<file path="src/rtl/bve_pkg.sv">
`timescale 1ns / 1ps
// Package: shared widths, constants, register indexes and controller types.
package bve_pkg;

  localparam int FIELD_WIDTH       = 32;
  localparam int POS_WIDTH_DEFAULT = 32;
  localparam int POLE_WIDTH        = 16;
  localparam int DT_WIDTH          = 16;
  localparam int APB_DATA_WIDTH    = 32;
  localparam int APB_ADDR_WIDTH    = 3;

  // Constant 2 in Q8.16.
  localparam int TWO_Q16 = 131072;
  // 2 * 256: feed-forward scale from Q8.8 pole times Q15.16 delta to Q.32.
  localparam int FF_SHIFT = 9;

  localparam logic [POLE_WIDTH-1:0] POLE_RESET = 16'd2560;

  typedef enum logic [0:0] {
    REG_X_POLE = 1'b0,
    REG_Y_POLE = 1'b1
  } reg_idx_t;

  // Datapath command issued by the controller each cycle.
  typedef enum logic [2:0] {
    STEP_NONE,
    STEP_LOAD,
    STEP_MUL_KDT,
    STEP_MUL_FF,
    STEP_MUL_FB,
    STEP_NUM,
    STEP_DIV,
    STEP_COMMIT
  } step_t;

  typedef enum logic [2:0] {
    ST_IDLE,
    ST_MUL_KDT,
    ST_MUL_FF,
    ST_MUL_FB,
    ST_NUM,
    ST_DIV,
    ST_COMMIT
  } state_t;

endpackage

</file>
<file path="src/rtl/bve_axis.sv">
`timescale 1ns / 1ps
// Module: one axis datapath (multiplier, numerator, restoring divider, saturation).
module bve_axis #(
  parameter int POS_WIDTH = bve_pkg::POS_WIDTH_DEFAULT
) (
  input  logic                            clk,
  input  logic                            rst,
  input  bve_pkg::step_t                  step,
  input  logic [bve_pkg::POLE_WIDTH-1:0]  pole,
  input  logic [bve_pkg::DT_WIDTH-1:0]    dt,
  input  logic [bve_pkg::FIELD_WIDTH-1:0] pos_raw,
  output logic [bve_pkg::FIELD_WIDTH-1:0] vel
);
  import bve_pkg::*;

  localparam int PW     = (POS_WIDTH > FIELD_WIDTH) ? FIELD_WIDTH : POS_WIDTH;
  localparam int KDT_W  = 24;
  localparam int A_W    = KDT_W + 1;
  localparam int B_W    = PW + 1;
  localparam int PROD_W = A_W + B_W;
  localparam int NUM_W  = PW + 27;
  localparam int MAG_W  = PW + 26;
  localparam int Q_BITS = PW + 9;
  localparam int DEN_W  = KDT_W + 1;

  localparam logic signed [A_W-1:0] TWO_A   = A_W'(TWO_Q16);
  localparam logic [DEN_W-1:0]      TWO_DEN = DEN_W'(TWO_Q16);
  localparam logic [Q_BITS-1:0] MAG_POS_MAX = {{(Q_BITS-PW+1){1'b0}}, {(PW-1){1'b1}}};
  localparam logic [Q_BITS-1:0] MAG_NEG_MAX =
    {{(Q_BITS-PW){1'b0}}, 1'b1, {(PW-1){1'b0}}};

  logic signed [PW-1:0]     prev_pos;
  logic signed [PW-1:0]     prev_vel;
  logic signed [PW:0]       dpos;
  logic [DT_WIDTH-1:0]      dt_q;
  logic signed [PROD_W-1:0] prod;
  logic [KDT_W-1:0]         kdt;
  logic signed [NUM_W-1:0]  ff;
  logic [DEN_W-1:0]         den;
  logic [DEN_W-1:0]         rem;
  logic [Q_BITS-1:0]        quo;
  logic                     neg;

  logic signed [PW-1:0]    pos;
  logic signed [A_W-1:0]   mul_a;
  logic signed [B_W-1:0]   mul_b;
  logic signed [NUM_W-1:0] num;
  logic [NUM_W-1:0]        num_abs;
  logic [MAG_W-1:0]        mag;
  logic [DEN_W:0]          shifted;
  logic [DEN_W+1:0]        diff;
  logic                    fits;
  logic signed [PW-1:0]    sat;

  assign pos = pos_raw[PW-1:0];

  always_comb begin
    mul_a = '0;
    mul_b = '0;
    case (step)
      STEP_MUL_KDT: begin
        mul_a = A_W'($signed({1'b0, pole}));
        mul_b = B_W'($signed({1'b0, dt_q}));
      end
      STEP_MUL_FF: begin
        mul_a = A_W'($signed({1'b0, pole}));
        mul_b = dpos;
      end
      STEP_MUL_FB: begin
        mul_a = $signed({1'b0, kdt}) - TWO_A;
        mul_b = B_W'(prev_vel);
      end
      default: begin
        mul_a = '0;
        mul_b = '0;
      end
    endcase
  end

  // Numerator in Q.32: feed-forward minus feedback.
  assign num     = ff - NUM_W'(prod);
  assign num_abs = num[NUM_W-1] ? NUM_W'(-num) : NUM_W'(num);
  assign mag     = num_abs[MAG_W-1:0];

  // One restoring step: bring down the next dividend bit, subtract if it fits.
  assign shifted = {rem, quo[Q_BITS-1]};
  assign diff    = {1'b0, shifted} - {2'b00, den};
  assign fits    = !diff[DEN_W+1];

  always_comb begin
    if (!neg) begin
      sat = (quo > MAG_POS_MAX) ? {1'b0, {(PW-1){1'b1}}} : quo[PW-1:0];
    end else begin
      sat = (quo > MAG_NEG_MAX) ? {1'b1, {(PW-1){1'b0}}} : -quo[PW-1:0];
    end
  end

  always_ff @(posedge clk) begin
    if (rst) begin
      prev_pos <= '0;
      prev_vel <= '0;
    end else begin
      case (step)
        STEP_LOAD:   prev_pos <= pos;
        STEP_COMMIT: prev_vel <= sat;
        default: begin
        end
      endcase
    end
  end

  always_ff @(posedge clk) begin
    case (step)
      STEP_LOAD: begin
        dpos <= (PW+1)'(pos) - (PW+1)'(prev_pos);
        dt_q <= dt;
      end
      STEP_MUL_KDT: prod <= mul_a * mul_b;
      STEP_MUL_FF: begin
        kdt  <= prod[KDT_W+7:8];
        prod <= mul_a * mul_b;
      end
      STEP_MUL_FB: begin
        ff   <= NUM_W'(prod) <<< FF_SHIFT;
        prod <= mul_a * mul_b;
      end
      STEP_NUM: begin
        neg <= num[NUM_W-1];
        rem <= DEN_W'(mag[MAG_W-1:Q_BITS]);
        quo <= mag[Q_BITS-1:0];
        den <= {1'b0, kdt} + TWO_DEN;
      end
      STEP_DIV: begin
        rem <= fits ? diff[DEN_W-1:0] : shifted[DEN_W-1:0];
        quo <= {quo[Q_BITS-2:0], fits};
      end
      default: begin
      end
    endcase
  end

  assign vel = FIELD_WIDTH'(prev_vel);

endmodule

</file>
<file path="config.mk">
export PLATFORM = sky130hd
export DESIGN_NAME = bve_axis
export DESIGN_NICKNAME = d
export VERILOG_FILES = /design/src/rtl/bve_pkg.sv /design/src/rtl/bve_axis.sv
export SDC_FILE = /design/constraint.sdc
export NUM_CORES = 2
export LEC_CHECK = 0
export BUFFER_PORTS_ARGS = -buffer_cell sky130_fd_sc_hd__buf_2
export CAP_MARGIN = 20
export CORE_MARGIN = 3
export CORE_UTILIZATION = 65
export CTS_CLUSTER_DIAMETER = 200
export DETAILED_ROUTE_END_ITERATION = 7
export PLACE_DENSITY = 0.82
export SLEW_MARGIN = 20
export SYNTH_ARGS = -nofsm -noshare
export SYNTH_HDL_FRONTEND = slang
export SYNTH_SLANG_ARGS = --single-unit
</file>
<file path="constraint.sdc">
create_clock -name clk -period 12 [get_ports clk]
set_input_delay 1.2 -clock clk [delete_from_list [all_inputs] [get_ports clk]]
set_output_delay 1.2 -clock clk [all_outputs]
set_load 0.01 [all_outputs]
</file>
==> Word-level counts from Yosys, hierarchy flattened <==
Cells that the tools add are included.
W data, S select, Z words.
{ "op_classes": {"addsub": 7, "mul": 1, "magnitude_cmp": 2, "eq_ne": 7, "mux": 9, "n_reduce_logical": 4} }
{ "op_table": {"columns": ["op", "n"], "rows": [
  ["$pmux W25 S2", 2],
  ["$pmux W33 S3", 1],
  ["$mux W32", 3],
  ["$pmux W41 S2", 1],
  ["$sub A59 B58 Y59", 1],
  ["$mul A25 B33 Y58", 1],
  ["$mux W58", 1],
  ["$neg A58 Y58", 1],
  ["$gt A41 B31 Y1 const B", 1],
  ["$gt A41 B32 Y1 const B", 1],
  ["$sub A32 B32 Y33", 1],
  ["$neg A32 Y32", 1],
  ["$sub A26 B25 Y27", 1],
  ["$add A24 B18 Y25 const B", 1],
  ["$mux W25", 1],
  ["$sub A24 B18 Y25 const B", 1],
  ["$eq A3 B3 Y1 const B", 4],
  ["$eq A3 B2 Y1 const B", 2],
  ["$eq A3 B1 Y1 const B", 1],
  ["$reduce_or A3 Y1", 1],
  ["$reduce_bool A2 Y1", 1],
  ["$reduce_or A2 Y1", 1],
  ["$logic_not A1 Y1", 1]
]} }
{ "totals": {"ff_bits": 337, "inputBits": 69, "output_inout_bits": 32, "word_cells": 41} }

==> Longest topological paths before layout <==
{ "depth": {"depth_word": 4, "depth_mapped": 36, "ltp_nobuf": 33} }

==> Worst setup path after synthesis <==
OpenSTA, ideal clock, no wires.
{ "synth_path": {"kind": "input-to-reg", "start": "in step[0]", "end": "reg prod[52] (data pin)", "setup_time_ps": 260, "arrival_time_ps": 10454, "required_time_ps": 11740, "path_slack_ps": 1286, "stages": 32, "n_path_buf": 3, "path_cell_list": "clkbuf_1 > nor2_1 > nand2_1 > clkinv_1 > clkbuf_1 > buf_1 > a22oi_1 > nor2_1 > fa_1 > fa_1 > inv_1 > fa_1 > fa_1 > inv_1 > fa_1 > fa_1 > inv_1 > fa_1 > inv_1 > ha_1 > and3_1 > nor4b_1 > nor2b_1 > o211ai_1 > nand3_1 > a41oi_1 > o31ai_1 > a41oi_1 > o31ai_1 > o21a_1 > nor2_1 > xnor2_1"} }
{ "synth_via": {"elab_chain_len": 4, "elab_cells_between_ends": 7, "cone_classes": "mul (1); eq/ne (3); mux (2); reduce/logical (1)"} }
{ "synth_lines": {"columns": ["item", "line_no", "text"], "rows": [
  ["start: declaration", "bve_axis.sv:8", "input bve_pkg::step_t step,"],
  ["$eq A3 B2 Y1", "bve_axis.sv:60, bve_axis.sv:113", null],
  ["$reduce_or A2 Y1 (no source line)", null, null],
  ["$pmux W25 S2", "bve_axis.sv:60", "case (step)"],
  ["$mul A25 B33 Y58 *", "bve_axis.sv:118, bve_axis.sv:121, bve_axis.sv:125", null],
  ["end signal: assignment", "bve_axis.sv:118", "STEP_MUL_KDT: prod <= mul_a * mul_b;"],
  ["end signal: assignment", "bve_axis.sv:121", "prod <= mul_a * mul_b;"],
  ["end signal: assignment", "bve_axis.sv:125", "prod <= mul_a * mul_b;"],
  ["end: declaration", "bve_axis.sv:36", "logic signed [PROD_W-1:0] prod;"]
]} }
Every way passes the cells marked *; elsewhere a longest branch is shown, timed or not.
A chain may end at the register's enable or synchronous reset.

==> Worst setup path in the final report <==
{ "layout_path": {"start": "in step[1]", "end": "reg prod[52] (data pin)"} }
Same word-level chain as after synthesis.

==> impl_results.md <==
- Minimum period implied by the final worst setup slack: 10.92 ns
- Leading cell types by total area after synthesis: sky130_fd_sc_hd__fa_1 34%, sky130_fd_sc_hd__edfxtp_1 17%, sky130_fd_sc_hd__inv_1 7.7%, sky130_fd_sc_hd__ha_1 6.8%, sky130_fd_sc_hd__nand2_1 5.7%
- Wire length of the first global-routing pass: 242000 um
- Mean post-synth cell area: 9.03 um2
- Sink of the worst hold path: prev_pos[29]$_SDFFE_PP0N_
- Setup repair after global routing missed its margin: false
- Worst IR drop on VDD: 112 uV
- Min-Delay Startpoint: prev_pos[29]$_SDFFE_PP0N_
- Most numerous cell in the Yosys netlist: sky130_fd_sc_hd__inv_1
- Total clock buffers created by CTS: 40
- Fraction of the core area covered by cells at the end of the flow: 69.9%
- FMAX: 91.6 MHz
- Post-synth net total: 6618
- Clock buffer depth: 3
- IO Pins: around 100
- Routed vias: 40800
- Mapped Area: 49100 um2
- # resized after CTS: 0
- Number of failing hold endpoints at the final stage: 0
- Async S/R FF share, synth: 0%
- Pin count of the biggest net entering global routing: 82
- Dpl hpwl: between 100000 and 150000 um
- Post-detailed-route via-to-cell ratio: about 6.3
- Biggest fanout along the worst timing path: 53
- Critical path class: input port to flip-flop
- Wire length per cell: 24.3 um
- Detailed-router iteration count before antenna repair: 8
- Number of unique standard cell types used by synthesis: 87
- Critical path's most frequent cell: sky130_fd_sc_hd__fa_1
- Number of global-route vias before repair: 41600
- Worst path slowest cell: sky130_fd_sc_hd__clkinv_1
- Synthesis-to-layout area growth: 6.14%
- Crit-path leading delay family: adder cells
- Yosys top cell area share: about 34%
- All-layer global routing usage: between 40% and 50%
- Maxcap violations: 0
- Total of flip-flops plus latches after synthesis: 337
- Number of nets in the finished design: around 6600
- Worst relative slew slack: 17.4%
- CTS clk-pin slew, worst paths: 0.06 ns
- WL final: 157000 um
- Routability-driven placement congestion ratio: 1.04
- Instance area after placement: 50800 um2
- Post-synthesis sequential area ratio: a little under 20%
- FF-to-FF End: prod[52]$_DFFE_PN_
- Violated checks: design-rule violations
- Post-route DRC violation count: 35
- Global route total overflow: 0
- Antenna violations before repair: 14
- First DRT Iteration DRCs: 4833
- Chip height: between 200 and 300 um
- Placed cells: 6381
- Area of the die: between 70000 and 80000 um2
- Endpoints failing setup: 0
- Count of input and output buffers: 100
- Min-delay worst type: flip-flop to flip-flop
- Final std cells w/o fill: 6466
- Clock network latency to the later pin of the worst-skew pair: 0.61 ns
- Critical R2R Launch: kdt[17]$_DFFE_PN_
- Main synth FF type: sky130_fd_sc_hd__edfxtp_1
- CP peak stage delay: 0.75 ns
- CTS tree: yes
- Final worst path period share: roughly nine tenths
- Number of core rows: 100
- Required time worst endpoint: 12.33 ns
- Run status: complete, but fails checks
- Final TNS setup: 0 ns
- Worst Path Buf+Inv: 5
- Hold buffer count at CTS: 0
- Area of the core: 74600 um2
- Proportion of layout cells with a drive suffix above 1: 5.98%
- Count of flip-flops with a built-in enable after synthesis: 273
- Initial Util: 65.8%
- Post-Synthesis Cells: 5437
- Sink Count: 337
- Arr. time, crit path: 11.25 ns
- Worst hold path stage count: 2
- R2R setup slack: 1.62 ns
- Nature of the critical path startpoint: input port
- Synthesis Warnings: 0
- Nature of the critical path endpoint: flip-flop
- Cell at the root of the clock tree: sky130_fd_sc_hd__clkbuf_16
- Measured slew at the worst slew-check pin: 1.23 ns
- Lkg Pwr: between 20 and 25 nW
- Fin Clk Skew: about 0.031 ns
- Cell type with the largest total area after synthesis: sky130_fd_sc_hd__fa_1
- Number of cell instances on the worst register-to-register path: 27
- Final max-slew violation count: 0
- Design Area, Final: 52100 um2
- List of most frequent post-synthesis cells: 1013 x sky130_fd_sc_hd__inv_1, 844 x sky130_fd_sc_hd__fa_1, 750 x sky130_fd_sc_hd__nand2_1
- Post-CTS Repair Setup Buffers: 0
- CTS H-tree depth: 2
- Die Wd: 281 um
- DRT antenna net count: 0
- Pwr dens: just under 90 nW/um2
## worst register-to-register path: stages (launching register included)
cell and delay (ns):
sky130_fd_sc_hd__edfxtp_1 0.52, sky130_fd_sc_hd__or4_1 0.67, sky130_fd_sc_hd__nor2_1 0.18, sky130_fd_sc_hd__and3_1 0.62
sky130_fd_sc_hd__clkinv_1 0.75, sky130_fd_sc_hd__nor2_1 0.34, sky130_fd_sc_hd__fa_1 0.48, sky130_fd_sc_hd__fa_1 0.52
sky130_fd_sc_hd__fa_1 0.43, sky130_fd_sc_hd__fa_1 0.54, sky130_fd_sc_hd__fa_1 0.45, sky130_fd_sc_hd__fa_1 0.50
sky130_fd_sc_hd__inv_1 0.05, sky130_fd_sc_hd__fa_1 0.47, sky130_fd_sc_hd__inv_1 0.04, sky130_fd_sc_hd__ha_1 0.41
sky130_fd_sc_hd__and3_1 0.22, sky130_fd_sc_hd__nor4b_1 0.41, sky130_fd_sc_hd__nor2b_1 0.23, sky130_fd_sc_hd__o211ai_1 0.15
sky130_fd_sc_hd__nand3_1 0.30, sky130_fd_sc_hd__a41oi_1 0.31, sky130_fd_sc_hd__o31ai_1 0.48, sky130_fd_sc_hd__a41oi_1 0.27
sky130_fd_sc_hd__o31ai_1 0.45, sky130_fd_sc_hd__o21a_1 0.16, sky130_fd_sc_hd__nor2_1 0.05, sky130_fd_sc_hd__xnor2_1 0.12
## worst max-delay path by stage
stage	startpoint	endpoint	slack, ns	cells past startpoint
CTS	step[1]	prod[52]$_DFFE_PN_	1.48	29
finish	step[1]	prod[52]$_DFFE_PN_	1.08	29
detailed placement	step[1]	prod[52]$_DFFE_PN_	0.91	29
floorplan	step[0]	prod[52]$_DFFE_PN_	1.29	32
global route	step[1]	prod[52]$_DFFE_PN_	0.77	32
global placement	step[0]	prod[52]$_DFFE_PN_	1.12	31
## cell usage in the layout (no fill, tap or decap), types with 14 or more instances in the layout
| cell type | instances |
|---|---|
| sky130_fd_sc_hd__a211oi_1 | 21 |
| sky130_fd_sc_hd__a21boi_0 | 17 |
| sky130_fd_sc_hd__a21o_1 | 63 |
| sky130_fd_sc_hd__a21oi_1 | 254 |
| sky130_fd_sc_hd__a22o_1 | 33 |
| sky130_fd_sc_hd__a22oi_1 | 30 |
| sky130_fd_sc_hd__a311oi_1 | 14 |
| sky130_fd_sc_hd__a31oi_1 | 27 |
| sky130_fd_sc_hd__and2_1 | 27 |
| sky130_fd_sc_hd__and3_1 | 34 |
| sky130_fd_sc_hd__buf_2 | 100 |
| sky130_fd_sc_hd__buf_4 | 110 |
| sky130_fd_sc_hd__clkbuf_16 | 41 |
| sky130_fd_sc_hd__dfxtp_1 | 64 |
| sky130_fd_sc_hd__edfxtp_1 | 273 |
| sky130_fd_sc_hd__fa_1 | 844 |
| sky130_fd_sc_hd__ha_1 | 268 |
| sky130_fd_sc_hd__inv_1 | 1012 |
| sky130_fd_sc_hd__mux2i_1 | 21 |
| sky130_fd_sc_hd__nand2_1 | 749 |
| sky130_fd_sc_hd__nand2b_1 | 25 |
| sky130_fd_sc_hd__nand3_1 | 50 |
| sky130_fd_sc_hd__nand3b_1 | 15 |
| sky130_fd_sc_hd__nand4_1 | 36 |
| sky130_fd_sc_hd__nor2_1 | 527 |
| sky130_fd_sc_hd__nor2b_1 | 21 |
| sky130_fd_sc_hd__nor3_1 | 62 |
| sky130_fd_sc_hd__o211ai_1 | 20 |
| sky130_fd_sc_hd__o21a_1 | 49 |
| sky130_fd_sc_hd__o21ai_0 | 180 |
| sky130_fd_sc_hd__o21bai_1 | 25 |
| sky130_fd_sc_hd__o31ai_1 | 36 |
| sky130_fd_sc_hd__or3_1 | 30 |
| sky130_fd_sc_hd__xnor2_1 | 132 |
| sky130_fd_sc_hd__xor2_1 | 73 |
## registers in the layout, indices dropped and copies added (netlist names)
signal / count
ff: 50
kdt: 24
quo: 41
prod: 58
neg: 1
den: 25
dpos: 33
dt_q: 16
prev_pos: 32
vel: 32
rem: 25
## stage by stage
stage,setup slack [ns],power [mW],hold WS [ns]
final,1.08,4.51,0.453
after global routing,0.772,4.72,0.471
after CTS,1.48,4.46,0.456
after detailed placement,0.910,3.26,0.442
after global placement,1.12,3.21,0.432
after floorplan,1.29,2.73,0.424
## cells by family after synthesis
group	Yosys count	share of synthesized area, %
compound gates	858	11.1
xor+xnor	205	3.66
fa+ha+maj	1112	41.2
buf+inv	1252	9.60
flops	337	19.3
mux	26	0.543
simple gates	1647	14.5
## routing by layer
metal | global-route usage (%) | vias up | share of wire (%)
li1 | - | 17300 | -
met1 | 51.6 | 20000 | 35
met2 | 60.6 | 2741 | 43
met3 | 13.8 | 765 | 14
met4 | 26.9 | 8 | 8.4
met5 | 0 | - | 0.033
## final cells by class
class                      count  area, um2
multi-input combinational   3848      35000
timing repair buffer         210       1330
clock buffer                  51       1070
sequential                   337       9480
clock inverter                23        206
fill                        5750      22500
tap                          969       1210
inverter                    1017       3820
antenna                       11       27.5
## where the power goes
part           switching (mW)  internal, mW  total, mW  leakage, nW
Combinational            1.10         0.633       1.73         20.4
Sequential              0.135          1.43       1.56         3.08
Clock                   0.540         0.667       1.21        0.616
Power figures use the tool's default switching activity.
