File: src/rtl/bve_pkg.sv
`timescale 1ns / 1ps
// Package: shared widths, constants, register indexes and controller types.
package bve_pkg;

  localparam int FIELD_WIDTH       = 32;
  localparam int POS_WIDTH_DEFAULT = 32;
  localparam int POLE_WIDTH        = 16;
  localparam int DT_WIDTH          = 16;
  localparam int APB_DATA_WIDTH    = 32;
  localparam int APB_ADDR_WIDTH    = 3;

  // Constant 2 in Q8.16.
  localparam int TWO_Q16 = 131072;
  // 2 * 256: feed-forward scale from Q8.8 pole times Q15.16 delta to Q.32.
  localparam int FF_SHIFT = 9;

  localparam logic [POLE_WIDTH-1:0] POLE_RESET = 16'd2560;

  typedef enum logic [0:0] {
    REG_X_POLE = 1'b0,
    REG_Y_POLE = 1'b1
  } reg_idx_t;

  // Datapath command issued by the controller each cycle.
  typedef enum logic [2:0] {
    STEP_NONE,
    STEP_LOAD,
    STEP_MUL_KDT,
    STEP_MUL_FF,
    STEP_MUL_FB,
    STEP_NUM,
    STEP_DIV,
    STEP_COMMIT
  } step_t;

  typedef enum logic [2:0] {
    ST_IDLE,
    ST_MUL_KDT,
    ST_MUL_FF,
    ST_MUL_FB,
    ST_NUM,
    ST_DIV,
    ST_COMMIT
  } state_t;

endpackage

File: src/rtl/bve_ctrl.sv
`timescale 1ns / 1ps
// Module: controller state machine that sequences both axis datapaths.
module bve_ctrl #(
  parameter int POS_WIDTH = bve_pkg::POS_WIDTH_DEFAULT
) (
  input  logic           clk,
  input  logic           rst,
  input  logic           sample_valid,
  output logic           sample_ready,
  output logic           estimate_valid,
  input  logic           estimate_ready,
  output bve_pkg::step_t step
);
  import bve_pkg::*;

  localparam int PW     = (POS_WIDTH > FIELD_WIDTH) ? FIELD_WIDTH : POS_WIDTH;
  localparam int Q_BITS = PW + 9;
  localparam int CNT_W  = $clog2(Q_BITS);
  localparam logic [CNT_W-1:0] CNT_LAST = CNT_W'(Q_BITS - 1);

  state_t           state, state_next;
  logic [CNT_W-1:0] div_cnt, div_cnt_next;
  logic             out_full, out_full_next;

  always_ff @(posedge clk) begin
    if (rst) begin
      state    <= ST_IDLE;
      div_cnt  <= '0;
      out_full <= 1'b0;
    end else begin
      state    <= state_next;
      div_cnt  <= div_cnt_next;
      out_full <= out_full_next;
    end
  end

  always_comb begin
    state_next    = state;
    div_cnt_next  = div_cnt;
    out_full_next = out_full && !estimate_ready;
    step          = STEP_NONE;
    sample_ready  = 1'b0;
    unique case (state)
      ST_IDLE: begin
        sample_ready = 1'b1;
        if (sample_valid) begin
          step       = STEP_LOAD;
          state_next = ST_MUL_KDT;
        end
      end
      ST_MUL_KDT: begin
        step       = STEP_MUL_KDT;
        state_next = ST_MUL_FF;
      end
      ST_MUL_FF: begin
        step       = STEP_MUL_FF;
        state_next = ST_MUL_FB;
      end
      ST_MUL_FB: begin
        step       = STEP_MUL_FB;
        state_next = ST_NUM;
      end
      ST_NUM: begin
        step         = STEP_NUM;
        div_cnt_next = '0;
        state_next   = ST_DIV;
      end
      ST_DIV: begin
        step = STEP_DIV;
        if (div_cnt == CNT_LAST) begin
          state_next = ST_COMMIT;
        end else begin
          div_cnt_next = div_cnt + 1'b1;
        end
      end
      ST_COMMIT: begin
        // Hold until the output register is free.
        if (!out_full || estimate_ready) begin
          step          = STEP_COMMIT;
          out_full_next = 1'b1;
          state_next    = ST_IDLE;
        end
      end
      default: begin
        state_next = ST_IDLE;
      end
    endcase
  end

  assign estimate_valid = out_full;

endmodule

File: config.mk
export PLATFORM = sky130hd
export DESIGN_NAME = bve_ctrl
export DESIGN_NICKNAME = d
export VERILOG_FILES = /design/src/rtl/bve_pkg.sv /design/src/rtl/bve_ctrl.sv
export SDC_FILE = /design/constraint.sdc
export NUM_CORES = 1
export LEC_CHECK = 0
export ABC_AREA = 1
export BUFFER_PORTS_ARGS = -buffer_cell sky130_fd_sc_hd__buf_2
export CORE_AREA = 2 2 39 41
export DETAILED_ROUTE_END_ITERATION = 6
export DIE_AREA = 0 0 41 43
export MAX_ROUTING_LAYER = met4
export PLACE_DENSITY_LB_ADDON = 0.15
export SETUP_SLACK_MARGIN = 0.3
export SLEW_MARGIN = 15
export SYNTH_ARGS = -nofsm -noshare
export SYNTH_HDL_FRONTEND = slang
export SYNTH_SLANG_ARGS = --single-unit
export TNS_END_PERCENT = 1
File: constraint.sdc
create_clock -name clk -period 1.6 [get_ports clk]
set_clock_uncertainty 0.05 [all_clocks]
set_input_delay 0.08 -clock clk [delete_from_list [all_inputs] [get_ports clk]]
set_output_delay 0.08 -clock clk [all_outputs]
set_load 0.01 [all_outputs]
## After elaboration in Yosys (flattened, before gate mapping)

Cells that the tools add are included.

- Input bits: 4
- Register bits after elaboration: 10
- Logic and storage cells: 35
- Output and inout port bits: 5

- Reductions and logical operators: 8
- Equal/unequal tests: 11
- Add/sub/neg operators: 1
- Muxes and demuxes: 12

Operators by type and width:

| operator | count |
|---|---|
| $pmux W3 S7 | 2 |
| $mux W3 | 4 |
| $pmux W6 S2 | 1 |
| $eq A3 B3 Y1 const B | 3 |
| $ne A2 B2 Y1 const B | 4 |
| $add A6 B1 Y6 const B | 1 |
| $eq A3 B2 Y1 const B | 2 |
| $eq A6 B6 Y1 const B | 1 |
| $mux W6 | 1 |
| $mux W1 | 4 |
| $eq A3 B1 Y1 const B | 1 |
| $logic_not A3 Y1 | 1 |
| $reduce_and A3 Y1 | 1 |
| $logic_not A1 Y1 | 2 |
| $reduce_and A2 Y1 | 1 |
| $reduce_bool A2 Y1 | 1 |
| $logic_and A1 B1 Y1 | 1 |
| $logic_or A1 B1 Y1 | 1 |

## Longest topological paths before layout

Gate-level depths: netlist (run 1).

- Depth in word-level cells: 4
- Mapped depth: 10
- Depth with buffers taken out: 9

## Worst setup path before layout (run 1)

OpenSTA, ideal clock, no wires.

- Kind: register to output
- Start point: register div_cnt[0] (netlist name)
- End point: output port step[0]
- Path slack: 0.262 ns
- Buffers on the path: 1
- Arrival: 1.208 ns
- Stages on the path, launching flop included: 10
- Data required time: 1.470 ns
- Cell sequence: dfxtp_1 inv_1 ha_1 nand2_1 inv_1 nand3_1 nand2_2 buf_6 inv_2 nor3_1

RTL lines:

| element | RTL line | source |
|---|---|---|
| to (decl) | bve_ctrl.sv:12 | `output bve_pkg::step_t step` |

==> results of run 1 <==
sequential cells by signal, indices dropped and copies added (netlist names):
| name | cells |
|---|---|
| state | 3 |
| estimate_valid | 1 |
| div_cnt | 6 |
logic make-up (layout without fill, tap and decap cells):
logic type / count (synthesis) / count (layout) / share of synthesized area [%]
and+or+nand+nor: 51 / 51 / 35.5
buffers and inverters: 21 / 36 / 14.3
DFF: 10 / 10 / 31.7
AOI/OAI and AO/OA: 16 / 16 / 14.5
adders and majority gates: 2 / 2 / 3.97
Yosys cell counts, drive strengths merged (2+ instances only):
| cell type | number |
|---|---|
| a21oi | 10 |
| inv | 19 |
| nor3 | 2 |
| dfxtp | 10 |
| buf | 2 |
| nand2 | 25 |
| o21ai | 4 |
| ha | 2 |
| nand3 | 11 |
| nor2 | 11 |
placed cells by master, fill, tap and decap left out, types with 2 or more instances in the layout:
master    netlist  routed
nand2_1        23      22
nand3_1        10       9
inv_2           3       6
o21ai_0         4       4
buf_4           1       5
inv_1          16      13
dfxtp_2         0       6
dfxtp_1        10       4
a21oi_1         8       8
buf_2           0       8
clkbuf_4        0       3
a21oi_2         2       2
nand2_2         2       2
nor2_1         11      11
area by class of cell:
type	instances	share of cell area, %
inverters	19	9.02
repair buffers	13	9.81
well taps	16	2.53
clock buffers	4	4.59
multi-input cells	69	47.8
flip-flops and latches	10	26.3
metal layers:
layer	up-vias	part of all wire (%)	GRT usage [%]	routed length, um
met2	8	56	35.3	856
met4	0	0	8.00	0
li1	345	-	-	-
met3	0	2.2	4.71	34
met1	323	42	22.8	632
met5	-	0	-	0
worst max-delay path by stage:
| stage | start | endpoint | slack (ns) | depth (start not counted) |
|---|---|---|---|---|
| global route | div_cnt[3] | step[0] | 0.04 | 7 |
| finish | div_cnt[3] | step[0] | 0.11 | 7 |
| global placement | div_cnt[1] | div_cnt[3] | 0.25 | 9 |
| detailed placement | div_cnt[1] | div_cnt[3] | 0.19 | 9 |
| floorplan | div_cnt[0] | state[1] | 0.27 | 9 |
| CTS | div_cnt[0] | step[0] | 0.10 | 9 |
timing repair:
| action | in CTS | in global routing |
|---|---|---|
| resized for setup | 6 | 9 |
| pin swaps | 1 | 3 |
| setup endpoints to repair | 11 | 12 |
| buffers inserted | 3 | 1 |
worst max-delay path: cells and delay by family, from the launching register on:
family | cells | cell delay (ns)
buf+inv | 3 | 0.26
flops | 1 | 0.36
simple gates | 4 | 0.46
through the flow:
stage / utilization (%) / power (W) / area (um2)
CTS: 54.7 / 0.000971 / 757
detailed placement: 49.5 / 0.000728 / 684
floorplan: - / 0.000627 / 636
global route: 57.1 / 0.00105 / 791
finish: 57.1 / 0.000972 / 791
global placement: 49.5 / 0.000731 / 684
power by group:
part / switching (W) / internal, W / leakage [nW]
registers: 0.0000618 / 0.000290 / 0.0837
clock network: 0.0000920 / 0.000138 / 0.0210
logic: 0.000232 / 0.000157 / 0.261
==> impl_results.md, run 1 <==
* # DRC at 0
* RR Endpoint: div_cnt[3]
* Post-synth EDFFs at 0
* Cells after Synth at 100
* Hold path depth at 2
* Area of the multi-input gates at 378 um2
* Nets at 122
* Via Count at 676
* MaxCap Viol Count at 0
* Worst setup path class: reg -> out
* RePlAce Congestion at 0.777
* Worst-skew pair later-pin latency at 0.26 ns
* First drt pass iteration count at 4
* Hold Buf Count CTS at 0
* CTS sink cnt at 10
* Initial antenna violation count at 0
* Share of the synthesized area in the top cell type at 31.7%
* Setup TNS at 0 ns
* Worst path arrival time at 1.36 ns
* Max incr delay on CP at 0.36 ns
* Core area at 1380 um2
* Synth top area cells: dfxtp_1 32%, nand2_1 14%, inv_1 9.5%
* Area grow syn2layout at 25.4%
* Placed cells at 123
* Clk slew on worst S/H paths at 0.07 ns
* Crit Path Max Fanout at 4
* DR WL/cell at 11.6 um
* Worst slew margin at 85.2%
* Final worst slack at 0.113 ns
* Synthesis warning total at 0
* Initial Util at 45.6%
* Lkg Pwr at 0.366 nW
* R2R depth at 8
* Num CTS Buffers at 3
* Sequential fraction of the synthesis area at 31.7%
* Setup crit end kind: output port
* Cells along the critical path: inv_1, nor2_1, nand3_4, nand2_4, inv_2, nor3_2, buf_2
* Post-route antenna net violation count at 0
* Sequential cell area at 208 um2
* Max rail drop VDD at 0.000782 V
* Die Y at 43 um
* Top Ports at 9
* First-pass GRT wire length at 2440 um
* Fin cells at 131
* Final period util at 92.9%
* Share of cells above drive strength 1 at 33.0%
* Hold wc startpoint: rst
* Std cell rows at 14
* Crit path launch type: register
* Max Fclk at 673 MHz
* Port bufs at 8
* Worst reg2reg path startpoint: div_cnt[3]
* Status: finished clean
* Synth Register Bits at 10
* Via density at 5.16
* Post-DP HPWL at 1030 um
* Synth area leader: dfxtp_1
* Crit-path slowest cell: dfxtp_2
* Reg2reg setup slack at 0.24 ns
* Post-Syn Nets at 106
* Overflow after GRT at 0
* CTS tree: built
* FFs w/ async S/R, synth at 0%
* Worst-case clock buffer depth at 2
* Least-Margin Pin Slew at 0.221 ns
* Final hold viol count at 0
* Synthesized cell area at 631 um2
* WHS at 0.000337 ns
* P per Cell Area at 1230 nW/um2
* Worst EP required at 1.47 ns
* Synth cell types at 19
* Hold crit path type: in -> reg
* Vias in the first global route at 591
* Pre-CTS WS at 0.195 ns
* CTS H-tree lvls at 1
* Global-route usage over all layers at 21.1%
* Ant diodes at 0
* Die area at 1760 um2
* FILL cells at 144
* DRT iter0 DRCs at 15
* Syn_area_per_cell at 6.31 um2
* Root buffer cell: clkbuf_4
* Total Wirelength at 1520 um
* Die width at 41 um
* Hold EP: div_cnt[1]
* Largest net degree at the start of global routing at 11
* Tmin final at 1.49 ns
* Setup Viol. Count Final at 0
* Max-slew violation count at 0
* RSZ-0062 raised after global routing: yes
* Post-synth top flop: dfxtp_1
No activity file was read; power rests on OpenSTA's default activity.
==> inputs of run 2 (changes only) <==
Settings changed: ABC_AREA 1 to unset.
==> impl_results.md, run 2 <==
* CTS tree: built
* Worst-skew pair later-pin latency at 0.27 ns
* Max rail drop VDD at 0.000394 V
* Worst setup path class: reg -> out
* RSZ-0062 raised after global routing: yes
* Setup crit end kind: output port
* Top Ports at 9
* Post-route antenna net violation count at 0
* Port bufs at 8
* CTS H-tree lvls at 1
* GRT busiest layer: met1
* Hold path depth at 2
* Setup Viol. Count Final at 0
* First-pass GRT wire length at 2190 um
* Worst-case clock buffer depth at 2
* Post-DP HPWL at 857 um
* Lkg Pwr at 0.265 nW
* Share of cells above drive strength 1 at 33.3%
* Share of the synthesized area in the top cell type at 33.5%
* Crit path buffers/inverters at 2
* Largest Register: div_cnt
* Crit path launch type: register
* Hold Buf Count CTS at 0
* GR Util met2 at 22.8%
* RePlAce Congestion at 0.760
* GR Layer Usage met3 at 3.14%
* # DRC at 0
* P per Cell Area at 773 nW/um2
* Largest net degree at the start of global routing at 17
* Vias in the first global route at 505
* Top-count cell post-synth: dfxtp_1
* Via density at 5.68
* Core area at 1380 um2
* Tmin final at 1.36 ns
* MaxCap Viol Count at 0
* Die area at 1760 um2
* Max incr delay on CP at 0.32 ns
* Nets at 92
* Synth cell types at 33
* Cells after Synth at 73
* FILL cells at 140
* Final period util at 85.1%
* Std cell rows at 14
* Via Count at 568
* Die width at 41 um
* Area grow syn2layout at 21.6%
* Synth Register Bits at 10
* Crit path max-delay family: flip-flops
* Post-synth EDFFs at 0
* Fin cells at 100
* Placed cells at 96
* Critical path depth at 5
* Post-synth top flop: dfxtp_1
* Overflow after GRT at 0
* Root buffer cell: clkbuf_4
* Sequential fraction of the synthesis area at 33.5%
* Post-synth top cells: 10 x dfxtp_1, 8 x inv_1, 5 x a21oi_1, 5 x nand3_1, 4 x a31oi_1
* DRT iter0 DRCs at 7
* Least-Margin Pin Slew at 0.242 ns
* Setup TNS at 0 ns
* Max reg flops at 6
* CTS sink cnt at 10
* Cells along the critical path: nor2b_4, buf_6, o21a_1, o21ai_1, buf_2
* Num CTS Buffers at 3
* Crit Path Max Fanout at 3
* First drt pass iteration count at 4
* Die Y at 43 um
* Crit-path slowest cell: dfxtp_2
* FFs w/ async S/R, synth at 0%
* Ant diodes at 0
* Hold crit path type: in -> reg
* Max-slew violation count at 0
* Initial antenna violation count at 0
* Status: finished clean
* R2R depth at 4
* DR WL/cell at 13.1 um
* Final hold viol count at 0
* Initial Util at 43.1%
* Total Wirelength at 1310 um
* Synthesized cell area at 597 um2
* Global-route usage over all layers at 18.7%
* Synth area leader: dfxtp_1
* Worst slew margin at 83.8%
* Clk slew on worst S/H paths at 0.07 ns
* Met1 GRT Util at 27.5%
* WHS at 0.0783 ns
* Post-Syn Nets at 79
* Worst path arrival time at 1.23 ns
* Synth top area cells: dfxtp_1 34%, inv_1 5.0%, a21oi_1 4.2%
* Synthesis warning total at 0
* Max Fclk at 735 MHz
* Most frequent cells in the layout: 8 x inv_1, 8 x buf_2, 7 x dfxtp_1
* Worst EP required at 1.47 ns
* Syn_area_per_cell at 8.18 um2
==> run 2: kinds of logic after synthesis <==
group	Yosys count	synth area share (%)
fa+ha+maj	2	4.19
simple gates	21	20.8
mux	1	1.89
compound gates	26	30.6
flops	10	33.5
buf+inv	13	9.01
==> run 2: path summary, 6_finish.rpt <==
kind / from / endpoint / slack, ns
max: estimate_valid / step[2] / 0.24
min: rst / state[2] / 0.08
max reg2reg: div_cnt[0] / div_cnt[0] / 0.31
min reg2reg: div_cnt[5] / div_cnt[5] / 0.45
==> run 2: metrics by stage <==
step                area (um2)  total power (W)  worst slack (ns)  utilization (%)
floorplan                  597         0.000340             0.383                -
global placement           663         0.000372             0.345             47.9
detailed placement         663         0.000373             0.324             47.9
CTS                        713         0.000558             0.225             51.5
global route               726         0.000586             0.165             52.4
finish                     726         0.000561             0.239             52.4
==> run 2: power by group <==
group | total [W] | internal (W) | leakage, nW | switching (W)
Combinational | 0.000117 | 0.0000529 | 0.169 | 0.0000637
Clock | 0.000182 | 0.0000872 | 0.0138 | 0.0000943
Sequential | 0.000263 | 0.000257 | 0.0824 | 0.00000549
==> run 2: cell type report <==
class                           count  area (um2)  share of cell area, %
Sequential cell                    10         204                   28.1
Timing Repair Buffer               13        92.6                   12.8
Clock buffer                        3        22.5                   3.10
Multi-Input combinational cell     50         357                   49.1
Tap cell                           16        20.0                   2.76
Inverter                            8        30.0                   4.14
==> run 2: repair_timing <==
action	in CTS	in global routing
cloned	0	0
endpoints found under the hold margin	0	0
buffers inserted	1	0
resized for setup	7	4
pin swaps	2	1
endpoints found under the setup margin	3	7
==> run 2: layer usage <==
layer / part of all wire (%) / up-vias / wire [um]
met5: 0 / - / 0
met3: 2.3 / 4 / 30
li1: - / 296 / -
met2: 43 / 7 / 555
met1: 53 / 261 / 690
met4: 2.2 / 0 / 29
==> inputs of run 3 (changes only) <==
Clock period 1.6 ns to 1.45 ns, I/O delays scaled along.
==> impl_results.md, run 3 (synthesized netlist as in run 2, its figures left out) <==
* Tmin final at 1.33 ns
* Lkg Pwr at 0.302 nW
* Final hold viol count at 0
* Most frequent cells in the layout: 8 x inv_1, 8 x buf_2, 8 x buf_4
* Largest Register: div_cnt
* RSZ-0062 raised after global routing: yes
* Hold wc startpoint: rst
* Area grow syn2layout at 30.4%
* Worst setup path class: reg -> out
* CTS tree: built
* Status: finished clean
* Vias in the first global route at 519
* Global-route usage over all layers at 18.9%
* Setup crit end kind: output port
* Final Util at 56.2%
* Die width at 41 um
* Worst-case clock buffer depth at 2
* Cell area after layout at 778 um2
* Hold path depth at 2
* Max-slew violation count at 0
* Worst-skew pair later-pin latency at 0.26 ns
* First-pass GRT wire length at 2170 um
* Port bufs at 8
* Root buffer cell: clkbuf_4
* Reg2reg setup slack at 0.13 ns
* Placed cell area at 664 um2
* Core area at 1380 um2
* RR Endpoint: div_cnt[5]
* Least-Margin Pin Slew at 0.240 ns
* Largest net degree at the start of global routing at 17
* Share of cells above drive strength 1 at 38.5%
* Final period util at 91.9%
* Cells along the critical path: nor2b_4, buf_6, o21a_1, o21ai_1, buf_2
* Via density at 5.73
* Hold Buf Count CTS at 0
* Crit-path slowest cell: dfxtp_2
* Max Fclk at 750 MHz
* Ant diodes at 0
* Num CTS Buffers at 3
* Max reg flops at 6
* Nets at 99
* MaxCap Viol Count at 0
* Via Count at 613
* First drt pass iteration count at 4
* Worst slew margin at 83.9%
* Post-route antenna net violation count at 0
* Top Ports at 9
* CTS H-tree lvls at 1
* WHS at 0.0830 ns
* Clk slew on worst S/H paths at 0.06 ns
* Overflow after GRT at 0
* Worst reg2reg path startpoint: div_cnt[2]
* Die area at 1760 um2
* R2R depth at 3
* P per Cell Area at 818 nW/um2
* RePlAce Congestion at 0.758
* Worst EP required at 1.33 ns
* Initial antenna violation count at 0
* Std cell rows at 14
* Setup Viol. Count Final at 0
* DR WL/cell at 12.8 um
* CTS sink cnt at 10
* Hold crit path type: in -> reg
* Max incr delay on CP at 0.32 ns
* Hold EP: state[2]
* Initial Util at 43.1%
* DRT iter0 DRCs at 7
* Total Wirelength at 1370 um
* # DRC at 0
* Setup TNS at 0 ns
* Post-DP HPWL at 928 um
* Crit Path Max Fanout at 4
* Die Y at 43 um
* Max rail drop VDD at 0.000431 V
* FILL cells at 152
* Crit path launch type: register
* Worst path arrival time at 1.21 ns
-- run 3: area by class of cell --
class                           instances  area (um2)  share of cell area [%]
Multi-Input combinational cell         50         357                    45.8
Sequential cell                        10         204                    26.2
Timing Repair Buffer                   20         145                    18.6
Inverter                                8        30.0                    3.86
Clock buffer                            3        22.5                    2.89
Tap cell                               16        20.0                    2.57
-- run 3: worst max-delay path, delay by kind of cell, from the launching register on --
family / cells / cell delay [ns]
buf+inv: 2 / 0.25
flops: 1 / 0.32
compound gates: 2 / 0.26
simple gates: 1 / 0.12
-- run 3: how the worst max path moves through the flow --
stage	start	endpoint	slack (ns)	cells past startpoint
finish	estimate_valid	step[2]	0.12	5
floorplan	state[0]	div_cnt[5]	0.24	4
CTS	estimate_valid	step[2]	0.11	5
detailed placement	div_cnt[2]	div_cnt[5]	0.15	3
global placement	div_cnt[2]	div_cnt[5]	0.19	3
global route	estimate_valid	step[2]	0.04	5
-- run 3: stage by stage --
step | cells | total power [W] | worst slack, ns
floorplan | 73 | 0.000375 | 0.239
global placement | 96 | 0.000411 | 0.189
detailed placement | 96 | 0.000414 | 0.153
CTS | 104 | 0.000627 | 0.109
global route | 107 | 0.000668 | 0.0420
finish | 107 | 0.000637 | 0.117
-- run 3: timing repair --
item                       4_1_cts  5_1_grt
pin swaps                        1        0
setup endpoints to repair        8       12
setup buffers                    5        3
gates resized for setup          9        1
-- run 3: layer usage --
| metal | GRT usage, % | share of wire [%] |
|---|---|---|
| met1 | 24.2 | 47 |
| met2 | 26.6 | 48 |
| met3 | 3.14 | 4.0 |
| met4 | 12.0 | 1.0 |
| met5 | - | 0 |
-- run 3: power by group --
| part | internal (W) | switching, W | leakage [nW] |
|---|---|---|---|
| logic | 0.0000840 | 0.0000784 | 0.205 |
| registers | 0.000283 | 0.00000567 | 0.0825 |
| clock network | 0.0000957 | 0.0000897 | 0.0138 |
